### config.mk
export PLATFORM = sky130hd
export DESIGN_NAME = temperature_alarm_classifier_top_flat
export DESIGN_NICKNAME = d
export VERILOG_FILES = /design/src/hw/rtl/tac_pkg.sv /design/src/hw/rtl/tac_req_if.sv /design/src/hw/rtl/tac_rsp_if.sv /design/src/hw/rtl/tac_classify.sv /design/src/hw/rtl/temperature_alarm_classifier_top.sv /design/src/flat_wrapper.sv
export SDC_FILE = /design/constraint.sdc
export NUM_CORES = 1
export LEC_CHECK = 0
export ABC_AREA = 0
export BUFFER_PORTS_ARGS = -buffer_cell sky130_fd_sc_hd__buf_2
export CAP_MARGIN = 10
export CORE_MARGIN = 4
export CORE_UTILIZATION = 57
export CTS_CLUSTER_SIZE = 10
export DETAILED_ROUTE_END_ITERATION = 10
export MAX_ROUTING_LAYER = met4
export PLACE_DENSITY_LB_ADDON = 0.25
export SYNTH_ARGS = -nofsm -noshare
export SYNTH_HDL_FRONTEND = slang
export SYNTH_SLANG_ARGS = --single-unit
### constraint.sdc
create_clock -name clock -period 6 [get_ports clock]
set_clock_uncertainty 0.2 [all_clocks]
set_input_delay 1.2 -clock clock [delete_from_list [all_inputs] [get_ports clock]]
set_output_delay 1.2 -clock clock [all_outputs]
set_load 0.1 [all_outputs]
### src/hw/rtl/tac_pkg.sv
package tac_pkg;

   typedef logic [1:0] level_type;
   typedef logic [1:0] site_type;
   typedef logic [1:0] run_type;
   typedef logic [7:0] margin_type;

   localparam level_type LEVEL_NORMAL    = 2'd0;
   localparam level_type LEVEL_SLIGHT    = 2'd1;
   localparam level_type LEVEL_IMPORTANT = 2'd2;
   localparam level_type LEVEL_CRITICAL  = 2'd3;

   localparam site_type SITE_HOME       = 2'd0;
   localparam site_type SITE_SERVER     = 2'd1;
   localparam site_type SITE_GREENHOUSE = 2'd2;

   localparam int CSR_ADDR_WIDTH = 4;
   localparam int CSR_DATA_WIDTH = 32;

   typedef logic [1:0] reg_index_type;
   localparam reg_index_type REG_THRESHOLD_LOW  = 2'd0;
   localparam reg_index_type REG_THRESHOLD_HIGH = 2'd1;
   localparam reg_index_type REG_SITE_KIND      = 2'd2;

   localparam int DEG_SCALE = 16;

   function automatic margin_type small_margin(input site_type site);
      margin_type m;
      case (site)
         SITE_HOME:   m = margin_type'(2 * DEG_SCALE);
         SITE_SERVER: m = margin_type'(3 * DEG_SCALE);
         default:     m = margin_type'(5 * DEG_SCALE);
      endcase
      return m;
   endfunction

   function automatic margin_type large_margin(input site_type site);
      margin_type m;
      case (site) inside
         SITE_HOME, SITE_SERVER: m = margin_type'(5 * DEG_SCALE);
         default:                m = margin_type'(6 * DEG_SCALE);
      endcase
      return m;
   endfunction

endpackage

### src/hw/rtl/tac_req_if.sv
interface tac_req_if #(
   parameter int TEMP_WIDTH = 12
);
   logic                         valid;
   logic                         ready;
   logic signed [TEMP_WIDTH-1:0] sample_temp;

   modport source (output valid, output sample_temp, input ready);
   modport sink (input valid, input sample_temp, output ready);
endinterface

### src/hw/rtl/tac_rsp_if.sv
interface tac_rsp_if #(
   parameter int TEMP_WIDTH  = 12,
   parameter int ALERT_WIDTH = 16,
   parameter int COUNT_WIDTH = 24
);
   logic                                     valid;
   logic                                     ready;
   logic [1:0]                               level;
   logic                                     alert_fired;
   logic [ALERT_WIDTH-1:0]                   slight_alerts;
   logic [ALERT_WIDTH-1:0]                   important_alerts;
   logic [ALERT_WIDTH-1:0]                   critical_alerts;
   logic signed [TEMP_WIDTH-1:0]             lowest_temp;
   logic signed [TEMP_WIDTH-1:0]             highest_temp;
   logic signed [TEMP_WIDTH+COUNT_WIDTH-1:0] temp_total;
   logic [COUNT_WIDTH-1:0]                   samples_seen;

   modport source (
      output valid, output level, output alert_fired, output slight_alerts,
      output important_alerts, output critical_alerts, output lowest_temp,
      output highest_temp, output temp_total, output samples_seen,
      input ready
   );
   modport sink (
      input valid, input level, input alert_fired, input slight_alerts,
      input important_alerts, input critical_alerts, input lowest_temp,
      input highest_temp, input temp_total, input samples_seen,
      output ready
   );
endinterface

### src/hw/rtl/tac_classify.sv
module tac_classify
   import tac_pkg::*;
#(
   parameter int TEMP_WIDTH = 12
) (
   input  logic signed [TEMP_WIDTH-1:0] temp,
   input  logic signed [TEMP_WIDTH-1:0] threshold_low,
   input  logic signed [TEMP_WIDTH-1:0] threshold_high,
   input  site_type                     site_kind,
   output level_type                    level
);

   localparam int EXT_WIDTH = TEMP_WIDTH + 2;
   localparam int PAD_WIDTH = EXT_WIDTH - $bits(margin_type);

   logic signed [EXT_WIDTH-1:0] t_ext;
   logic signed [EXT_WIDTH-1:0] lo_ext;
   logic signed [EXT_WIDTH-1:0] hi_ext;
   logic signed [EXT_WIDTH-1:0] small_ext;
   logic signed [EXT_WIDTH-1:0] large_ext;
   logic signed [EXT_WIDTH-1:0] lo_small;
   logic signed [EXT_WIDTH-1:0] lo_large;
   logic signed [EXT_WIDTH-1:0] hi_small;
   logic signed [EXT_WIDTH-1:0] hi_large;

   always_comb begin
      t_ext     = EXT_WIDTH'(temp);
      lo_ext    = EXT_WIDTH'(threshold_low);
      hi_ext    = EXT_WIDTH'(threshold_high);
      small_ext = $signed({{PAD_WIDTH{1'b0}}, small_margin(site_kind)});
      large_ext = $signed({{PAD_WIDTH{1'b0}}, large_margin(site_kind)});
      lo_small  = lo_ext - small_ext;
      lo_large  = lo_ext - large_ext;
      hi_small  = hi_ext + small_ext;
      hi_large  = hi_ext + large_ext;

      if (t_ext >= lo_ext && t_ext <= hi_ext) begin
         level = LEVEL_NORMAL;
      end else if ((t_ext < lo_ext && t_ext >= lo_small) ||
                   (t_ext > hi_ext && t_ext <= hi_small)) begin
         level = LEVEL_SLIGHT;
      end else if ((t_ext > hi_small && t_ext <= hi_large) ||
                   (t_ext < lo_small && t_ext >= lo_large)) begin
         level = LEVEL_IMPORTANT;
      end else begin
         level = LEVEL_CRITICAL;
      end
   end

endmodule

### src/hw/rtl/temperature_alarm_classifier_top.sv
// Channel   Direction  Handshake            Payload
// req       in         req.valid/req.ready  sample_temp
// rsp       out        rsp.valid/rsp.ready  level, alert_fired, alert totals, min/max/sum/count
// csr       in         APB psel/penable     threshold_low, threshold_high, site_kind
//
// Each sample passes through one input register, then the classifier and the statistics
// update in front of the result register.
// One sample is accepted per cycle while rsp takes results; the input register accepts while the result register
// drains, so a stall on rsp backs up to req only after both stages are full.
// Synchronous reset returns the configuration, the run counters and all statistics to
// their reset values.
module temperature_alarm_classifier_top
   import tac_pkg::*;
#(
   parameter int TEMP_WIDTH  = 12,
   parameter int RUN_LENGTH  = 3,
   parameter int ALERT_WIDTH = 16,
   parameter int COUNT_WIDTH = 24
) (
   input  logic                      clock,
   input  logic                      reset,
   tac_req_if.sink                   req,
   tac_rsp_if.source                 rsp,
   input  logic                      psel,
   input  logic                      penable,
   input  logic                      pwrite,
   input  logic [CSR_ADDR_WIDTH-1:0] paddr,
   input  logic [CSR_DATA_WIDTH-1:0] pwdata,
   output logic [CSR_DATA_WIDTH-1:0] prdata,
   output logic                      pready
);

   localparam int SUM_WIDTH = TEMP_WIDTH + COUNT_WIDTH;

   localparam logic signed [TEMP_WIDTH-1:0] MIN_RESET = {1'b0, {(TEMP_WIDTH-1){1'b1}}};
   localparam logic signed [TEMP_WIDTH-1:0] THRESHOLD_HIGH_RESET = TEMP_WIDTH'(400);
   localparam logic signed [SUM_WIDTH-1:0]  SUM_MAX = {1'b0, {(SUM_WIDTH-1){1'b1}}};
   localparam logic signed [SUM_WIDTH-1:0]  SUM_MIN = {1'b1, {(SUM_WIDTH-1){1'b0}}};
   localparam run_type RUN_LIMIT = run_type'(RUN_LENGTH);

   logic signed [TEMP_WIDTH-1:0] threshold_low_ff;
   logic signed [TEMP_WIDTH-1:0] threshold_high_ff;
   site_type                     site_kind_ff;

   logic                         stage_valid_ff;
   logic signed [TEMP_WIDTH-1:0] stage_temp_ff;
   logic                         rsp_valid_ff;
   level_type                    level_ff;
   level_type                    level_in;
   logic                         fired_ff;
   logic                         fired_in;

   run_type                      run_slight_ff, run_slight_in;
   run_type                      run_important_ff, run_important_in;
   run_type                      run_critical_ff, run_critical_in;
   logic [ALERT_WIDTH-1:0]       total_slight_ff, total_slight_in;
   logic [ALERT_WIDTH-1:0]       total_important_ff, total_important_in;
   logic [ALERT_WIDTH-1:0]       total_critical_ff, total_critical_in;
   logic signed [TEMP_WIDTH-1:0] min_ff, min_in;
   logic signed [TEMP_WIDTH-1:0] max_ff, max_in;
   logic signed [SUM_WIDTH-1:0]  sum_ff, sum_in;
   logic [COUNT_WIDTH-1:0]       count_ff, count_in;

   logic                         out_free;
   logic                         advance;
   logic                         csr_write;
   reg_index_type                csr_index;
   run_type                      inc_slight, inc_important, inc_critical;
   logic signed [SUM_WIDTH:0]    sum_wide;

   assign pready    = 1'b1;
   assign csr_index = paddr[CSR_ADDR_WIDTH-1:2];
   assign csr_write = psel && penable && pwrite;

   always_comb begin
      unique case (csr_index)
         REG_THRESHOLD_LOW:  prdata = CSR_DATA_WIDTH'($unsigned(threshold_low_ff));
         REG_THRESHOLD_HIGH: prdata = CSR_DATA_WIDTH'($unsigned(threshold_high_ff));
         REG_SITE_KIND:      prdata = CSR_DATA_WIDTH'(site_kind_ff);
         default:            prdata = '0;
      endcase
   end

   always_ff @(posedge clock) begin
      if (reset) begin
         threshold_low_ff  <= '0;
         threshold_high_ff <= THRESHOLD_HIGH_RESET;
         site_kind_ff      <= SITE_HOME;
      end else if (csr_write) begin
         unique case (csr_index)
            REG_THRESHOLD_LOW:  threshold_low_ff  <= pwdata[TEMP_WIDTH-1:0];
            REG_THRESHOLD_HIGH: threshold_high_ff <= pwdata[TEMP_WIDTH-1:0];
            REG_SITE_KIND:      site_kind_ff      <= pwdata[1:0];
            default:            ;
         endcase
      end
   end

   assign out_free  = !rsp_valid_ff || rsp.ready;
   assign advance   = stage_valid_ff && out_free;
   assign req.ready = !stage_valid_ff || out_free;

   always_ff @(posedge clock) begin
      if (reset) begin
         stage_valid_ff <= 1'b0;
      end else if (req.ready) begin
         stage_valid_ff <= req.valid;
      end
   end

   always_ff @(posedge clock) begin
      if (req.valid && req.ready) begin
         stage_temp_ff <= req.sample_temp;
      end
   end

   tac_classify #(
      .TEMP_WIDTH (TEMP_WIDTH)
   ) u_classify (
      .temp           (stage_temp_ff),
      .threshold_low  (threshold_low_ff),
      .threshold_high (threshold_high_ff),
      .site_kind      (site_kind_ff),
      .level          (level_in)
   );

   always_comb begin
      inc_slight    = run_slight_ff + run_type'(1);
      inc_important = run_important_ff + run_type'(1);
      inc_critical  = run_critical_ff + run_type'(1);

      run_slight_in      = (level_in == LEVEL_SLIGHT) ? inc_slight : '0;
      run_important_in   = (level_in == LEVEL_IMPORTANT) ? inc_important : '0;
      run_critical_in    = (level_in == LEVEL_CRITICAL) ? inc_critical : '0;
      total_slight_in    = total_slight_ff;
      total_important_in = total_important_ff;
      total_critical_in  = total_critical_ff;
      fired_in           = 1'b0;

      if (run_slight_in >= RUN_LIMIT) begin
         run_slight_in = '0;
         fired_in      = 1'b1;
         if (total_slight_ff != '1) begin
            total_slight_in = total_slight_ff + ALERT_WIDTH'(1);
         end
      end else if (run_important_in >= RUN_LIMIT) begin
         run_important_in = '0;
         fired_in         = 1'b1;
         if (total_important_ff != '1) begin
            total_important_in = total_important_ff + ALERT_WIDTH'(1);
         end
      end else if (run_critical_in >= RUN_LIMIT) begin
         run_critical_in = '0;
         fired_in        = 1'b1;
         if (total_critical_ff != '1) begin
            total_critical_in = total_critical_ff + ALERT_WIDTH'(1);
         end
      end

      max_in = (stage_temp_ff > max_ff) ? stage_temp_ff : max_ff;
      min_in = (stage_temp_ff < min_ff) ? stage_temp_ff : min_ff;

      sum_wide = (SUM_WIDTH+1)'(sum_ff) + (SUM_WIDTH+1)'(stage_temp_ff);
      if (sum_wide[SUM_WIDTH] != sum_wide[SUM_WIDTH-1]) begin
         sum_in = sum_wide[SUM_WIDTH] ? SUM_MIN : SUM_MAX;
      end else begin
         sum_in = sum_wide[SUM_WIDTH-1:0];
      end

      count_in = (count_ff == '1) ? count_ff : count_ff + COUNT_WIDTH'(1);
   end

   // The statistics registers change only when a result loads, so they always
   // hold the values that belong to the result on display.
   always_ff @(posedge clock) begin
      if (reset) begin
         rsp_valid_ff       <= 1'b0;
         run_slight_ff      <= '0;
         run_important_ff   <= '0;
         run_critical_ff    <= '0;
         total_slight_ff    <= '0;
         total_important_ff <= '0;
         total_critical_ff  <= '0;
         min_ff             <= MIN_RESET;
         max_ff             <= '0;
         sum_ff             <= '0;
         count_ff           <= '0;
      end else begin
         if (out_free) begin
            rsp_valid_ff <= stage_valid_ff;
         end
         if (advance) begin
            run_slight_ff      <= run_slight_in;
            run_important_ff   <= run_important_in;
            run_critical_ff    <= run_critical_in;
            total_slight_ff    <= total_slight_in;
            total_important_ff <= total_important_in;
            total_critical_ff  <= total_critical_in;
            min_ff             <= min_in;
            max_ff             <= max_in;
            sum_ff             <= sum_in;
            count_ff           <= count_in;
         end
      end
   end

   always_ff @(posedge clock) begin
      if (advance) begin
         level_ff <= level_in;
         fired_ff <= fired_in;
      end
   end

   assign rsp.valid            = rsp_valid_ff;
   assign rsp.level            = level_ff;
   assign rsp.alert_fired      = fired_ff;
   assign rsp.slight_alerts    = total_slight_ff;
   assign rsp.important_alerts = total_important_ff;
   assign rsp.critical_alerts  = total_critical_ff;
   assign rsp.lowest_temp      = min_ff;
   assign rsp.highest_temp     = max_ff;
   assign rsp.temp_total       = sum_ff;
   assign rsp.samples_seen     = count_ff;

   a_fired_not_normal : assert property (@(posedge clock) disable iff (reset)
      rsp_valid_ff && fired_ff |-> level_ff != LEVEL_NORMAL)
      else $error("alert fired on a normal sample");

   a_one_run_active : assert property (@(posedge clock) disable iff (reset)
      $countones({run_slight_ff != '0, run_important_ff != '0, run_critical_ff != '0}) <= 1)
      else $error("more than one run counter active");

   a_stats_hold : assert property (@(posedge clock) disable iff (reset)
      !advance |=> $stable(count_ff) && $stable(sum_ff))
      else $error("statistics changed without a result transfer");

   a_min_le_max : assert property (@(posedge clock) disable iff (reset)
      count_ff != '0 |-> min_ff <= max_ff)
      else $error("running minimum above running maximum");

   a_run_bound : assert property (@(posedge clock) disable iff (reset)
      run_slight_ff < RUN_LIMIT && run_important_ff < RUN_LIMIT && run_critical_ff < RUN_LIMIT)
      else $error("run counter reached its limit without restarting");

endmodule
### src/flat_wrapper.sv
// flat-port wrapper written by rule: the top's interface ports become plain ports
module temperature_alarm_classifier_top_flat import tac_pkg::*;
#(
   parameter int TEMP_WIDTH  = 12,
   parameter int RUN_LENGTH  = 3,
   parameter int ALERT_WIDTH = 16,
   parameter int COUNT_WIDTH = 24
)
  (clock, reset, psel, penable, pwrite, paddr, pwdata, prdata, pready, req_valid, req_sample_temp, req_ready, rsp_valid, rsp_level, rsp_alert_fired, rsp_slight_alerts, rsp_important_alerts, rsp_critical_alerts, rsp_lowest_temp, rsp_highest_temp, rsp_temp_total, rsp_samples_seen, rsp_ready);
  tac_req_if #(.TEMP_WIDTH(TEMP_WIDTH)) req_i ();
  tac_rsp_if #(.TEMP_WIDTH(TEMP_WIDTH), .ALERT_WIDTH(ALERT_WIDTH), .COUNT_WIDTH(COUNT_WIDTH)) rsp_i ();
  input  logic clock;
  input  logic reset;
  input  logic psel;
  input  logic penable;
  input  logic pwrite;
  input  logic [CSR_ADDR_WIDTH-1:0] paddr;
  input  logic [CSR_DATA_WIDTH-1:0] pwdata;
  output logic [CSR_DATA_WIDTH-1:0] prdata;
  output logic pready;
  input wire logic [$bits(req_i.valid)-1:0] req_valid;
  input wire logic [$bits(req_i.sample_temp)-1:0] req_sample_temp;
  output wire logic [$bits(req_i.ready)-1:0] req_ready;
  output wire logic [$bits(rsp_i.valid)-1:0] rsp_valid;
  output wire logic [$bits(rsp_i.level)-1:0] rsp_level;
  output wire logic [$bits(rsp_i.alert_fired)-1:0] rsp_alert_fired;
  output wire logic [$bits(rsp_i.slight_alerts)-1:0] rsp_slight_alerts;
  output wire logic [$bits(rsp_i.important_alerts)-1:0] rsp_important_alerts;
  output wire logic [$bits(rsp_i.critical_alerts)-1:0] rsp_critical_alerts;
  output wire logic [$bits(rsp_i.lowest_temp)-1:0] rsp_lowest_temp;
  output wire logic [$bits(rsp_i.highest_temp)-1:0] rsp_highest_temp;
  output wire logic [$bits(rsp_i.temp_total)-1:0] rsp_temp_total;
  output wire logic [$bits(rsp_i.samples_seen)-1:0] rsp_samples_seen;
  input wire logic [$bits(rsp_i.ready)-1:0] rsp_ready;
  assign req_i.valid = req_valid;
  assign req_i.sample_temp = req_sample_temp;
  assign req_ready = req_i.ready;
  assign rsp_valid = rsp_i.valid;
  assign rsp_level = rsp_i.level;
  assign rsp_alert_fired = rsp_i.alert_fired;
  assign rsp_slight_alerts = rsp_i.slight_alerts;
  assign rsp_important_alerts = rsp_i.important_alerts;
  assign rsp_critical_alerts = rsp_i.critical_alerts;
  assign rsp_lowest_temp = rsp_i.lowest_temp;
  assign rsp_highest_temp = rsp_i.highest_temp;
  assign rsp_temp_total = rsp_i.temp_total;
  assign rsp_samples_seen = rsp_i.samples_seen;
  assign rsp_i.ready = rsp_ready;
  temperature_alarm_classifier_top #(.TEMP_WIDTH(TEMP_WIDTH), .RUN_LENGTH(RUN_LENGTH), .ALERT_WIDTH(ALERT_WIDTH), .COUNT_WIDTH(COUNT_WIDTH)) u_core (.clock(clock), .reset(reset), .req(req_i), .rsp(rsp_i), .psel(psel), .penable(penable), .pwrite(pwrite), .paddr(paddr), .pwdata(pwdata), .prdata(prdata), .pready(pready));
endmodule
==> reports/results.tsv <==
metric	value	unit
cts.htree.levels	4	
finalCritPeriodShare	88.0	%
status	completed	
cpMostUsedCell	a21oi_1	
cts_post_setup_buffers_inserted	0	
fmax	189	MHz
setup_viol	0	
crit_chain	or2_2 > ha_1 > fa_1 > a21oi_1 > nor2_1 > xnor2_1 > ha_1 > a21o_1 > a21o_1 > a21oi_1 > o21ai_0 > or4_4 > nand2_1 > a32o_1 > nand3_2 > or4_1 > a21oi_1	
final_cell_area	0.0144	sq mm
clk_pin_slew	80	ps
grt_max_degree	93	
cp_num_buf_inv	0	
synth-seq-cells	181	
async_flop_share	0	%
period_needed	5280	ps
ios	225	
clockRootBuffer	clkbuf_16	
drive_above_1_share	14.8	%
final_common_cell	buf_2	
synth_flop_cell	dfxtp_1	
cts_hold_buf	0	
cp-startpoint	u_core.site_kind_ff[1]	
cp.arrival	5450	ps
via_count	11769	
crit_slowest_cell	or4_1	
place_ws	810	ps
multiInputGateArea	0.00828	sq mm
ant_nets	0	
yosysUniqueCellTypes	79	
cts_num_sinks	181	
rsz0062_at_grt	false	
dpl.hpwl	24300	um
slew_violations	0	
drc	0	
initialDrtViolationCount	821	
cts_inserted_buffers	17	
ir_worst_vdd	191	uV
num_rows	54	
avgSynthCellArea	8.17	sq um
first_pass_iters	7	
yosysWarnings	0	
core-area	0.0219	sq mm
die_x	157	um
grt_pass1_wl	54500	um
slowest_delay	590	ps
crit_family	simple AND/OR/NAND/NOR gates	
wl_met2	15400	um
clk_latency	450	ps
start_util	58.1	%
port_buffers	181	
final_cell_mix	buf_2, dfxtp_1, nor2_1	
seqCellArea	0.00377	sq mm
min-delay-start	u_core.run_critical_ff[0]	
critPathMaxFanout	24	
gp_congestion	0.941	
tightest_slew	1130	ps
power_density	246	mW/mm^2
num-fill-cells	1868	
area_delta_synth_final	13.0	%
path_class	reg -> reg	
die_area	0.0248	sq mm
fin_nets	1893	
wire_per_inst	16.8	um
clock_path_buffers	2	
wl_met1	15100	um
synth_edf_count	15	
cts_tree	built	
hp-class	reg -> reg	
drt-vias-per-instance	5.90	
dieHeight	157	um
grt_pass1_vias	11073	
final.setup.tns	0	ps
syn-cell-area	0.0127	sq mm
cts.repair.resized	0	
cp-end-kind	flop	
slew_headroom	24.4	%
drv_cap	0	
synthCells	1557	
grt_use_total	27.4	%
fin_ws	720	ps
finalWirelength	33500	um
yosysSeqAreaShare	29.7	%
met3_length	2450	um
regToRegStartpoint	u_core.site_kind_ff[1]	
startpoint_type	flop	
post_dp_cell_area	0.0137	sq mm
routed.top_layer	met4	
required	6170	ps
final_util	65.7	%
antenna_found_initial	4	
hold_violations	0	
p_leak	0.00626	uW
globalRoute.totalOverflow	0	
-- worst reg2reg max path: stages, from the launching register on --
cell	delay (ps)
dfxtp_1	420
or2_2	360
ha_1	220
fa_1	400
a21oi_1	260
nor2_1	90
xnor2_1	130
ha_1	300
a21o_1	180
a21o_1	180
a21oi_1	130
o21ai_0	130
or4_4	440
nand2_1	120
a32o_1	450
nand3_2	440
or4_1	600
a21oi_1	150
-- flip-flops by register name, summed over array words and instances (netlist names), 12 cells and up --
name,cells
u_core.threshold_low_ff,12
u_core.rsp.lowest_temp,12
u_core.rsp.highest_temp,12
u_core.stage_temp_ff,12
u_core.rsp.temp_total,36
u_core.rsp.slight_alerts,16
u_core.rsp.critical_alerts,16
u_core.threshold_high_ff,12
u_core.rsp.samples_seen,24
u_core.rsp.important_alerts,16
-- report_power, final --
part           switching [uW]  internal, uW
sequential               55.7          1260
combinational             738           296
clock                     609           579
-- Yosys cell counts (5+ instances only) --
cell type | count | area, sq um
dfxtp_1 | 166 | 3320
nor2_1 | 163 | 612
a21oi_1 | 157 | 786
ha_1 | 134 | 1680
o21ai_0 | 101 | 505
nand2_1 | 94 | 353
inv_1 | 82 | 308
xnor2_1 | 64 | 561
nand3_1 | 59 | 295
clkbuf_1 | 53 | 199
mux2i_1 | 52 | 521
nor3_1 | 34 | 170
a21o_1 | 26 | 195
nor2b_1 | 25 | 156
buf_4 | 23 | 173
xor2_1 | 23 | 201
nand4_1 | 22 | 138
or3_1 | 21 | 131
and3_1 | 15 | 93.8
edfxtp_1 | 15 | 450
o21a_1 | 15 | 113
a211oi_1 | 13 | 97.6
maj3_1 | 12 | 120
o31ai_1 | 12 | 90.1
and2_1 | 11 | 68.8
nor4_1 | 11 | 68.8
and4_1 | 9 | 78.8
o21bai_1 | 9 | 67.6
o211ai_1 | 8 | 60.1
or4_1 | 8 | 60.1
a31oi_1 | 7 | 43.8
buf_2 | 7 | 35.0
nand2b_1 | 7 | 43.8
buf_1 | 6 | 22.5
mux2_1 | 6 | 67.6
or2_2 | 6 | 37.5
fa_1 | 5 | 100
nor4_2 | 5 | 62.6
o22ai_1 | 5 | 31.3
-- cells by family after synthesis --
kind of cell	share of synthesized area [%]
flops	29.7
compound gates	18.9
xor+xnor	5.99
other cells	0.0591
buf+inv	5.94
fa+ha+maj	14.9
mux	4.71
simple gates	19.8
-- worst paths after layout --
check                                                      to  slack, ps  cells past startpoint
worst max-delay path            u_core.rsp.critical_alerts[9]        720                     17
worst min-delay path                u_core.run_critical_ff[0]        270                      2
worst max register to register  u_core.rsp.critical_alerts[9]        720                     17
worst min register to register      u_core.run_critical_ff[0]        270                      2
-- area by class of cell --
cell class / count / area share [%]
clock inverters: 15 / 1.50
repair buffers: 194 / 7.00
well taps: 280 / 2.44
flip-flops and latches: 181 / 26.3
clock buffers: 17 / 2.96
inverters: 84 / 2.19
multi-input cells: 1221 / 57.6
diodes: 4 / 0.0696
-- metal layers --
layer | vias up | GRT usage, %
met2 | 377 | 43.1
met4 | 0 | 6.92
met5 | - | -
met3 | 48 | 5.33
li1 | 5815 | -
met1 | 5529 | 36.5
-- metrics by stage --
step	total power (uW)	hold slack, ps	instances
after floorplan	2180	244	1576
after global placement	2350	252	1960
after detailed placement	2360	262	1960
after CTS	3550	280	1992
after global routing	3700	298	1996
final	3540	275	1996
Power figures use the tool's default switching activity.
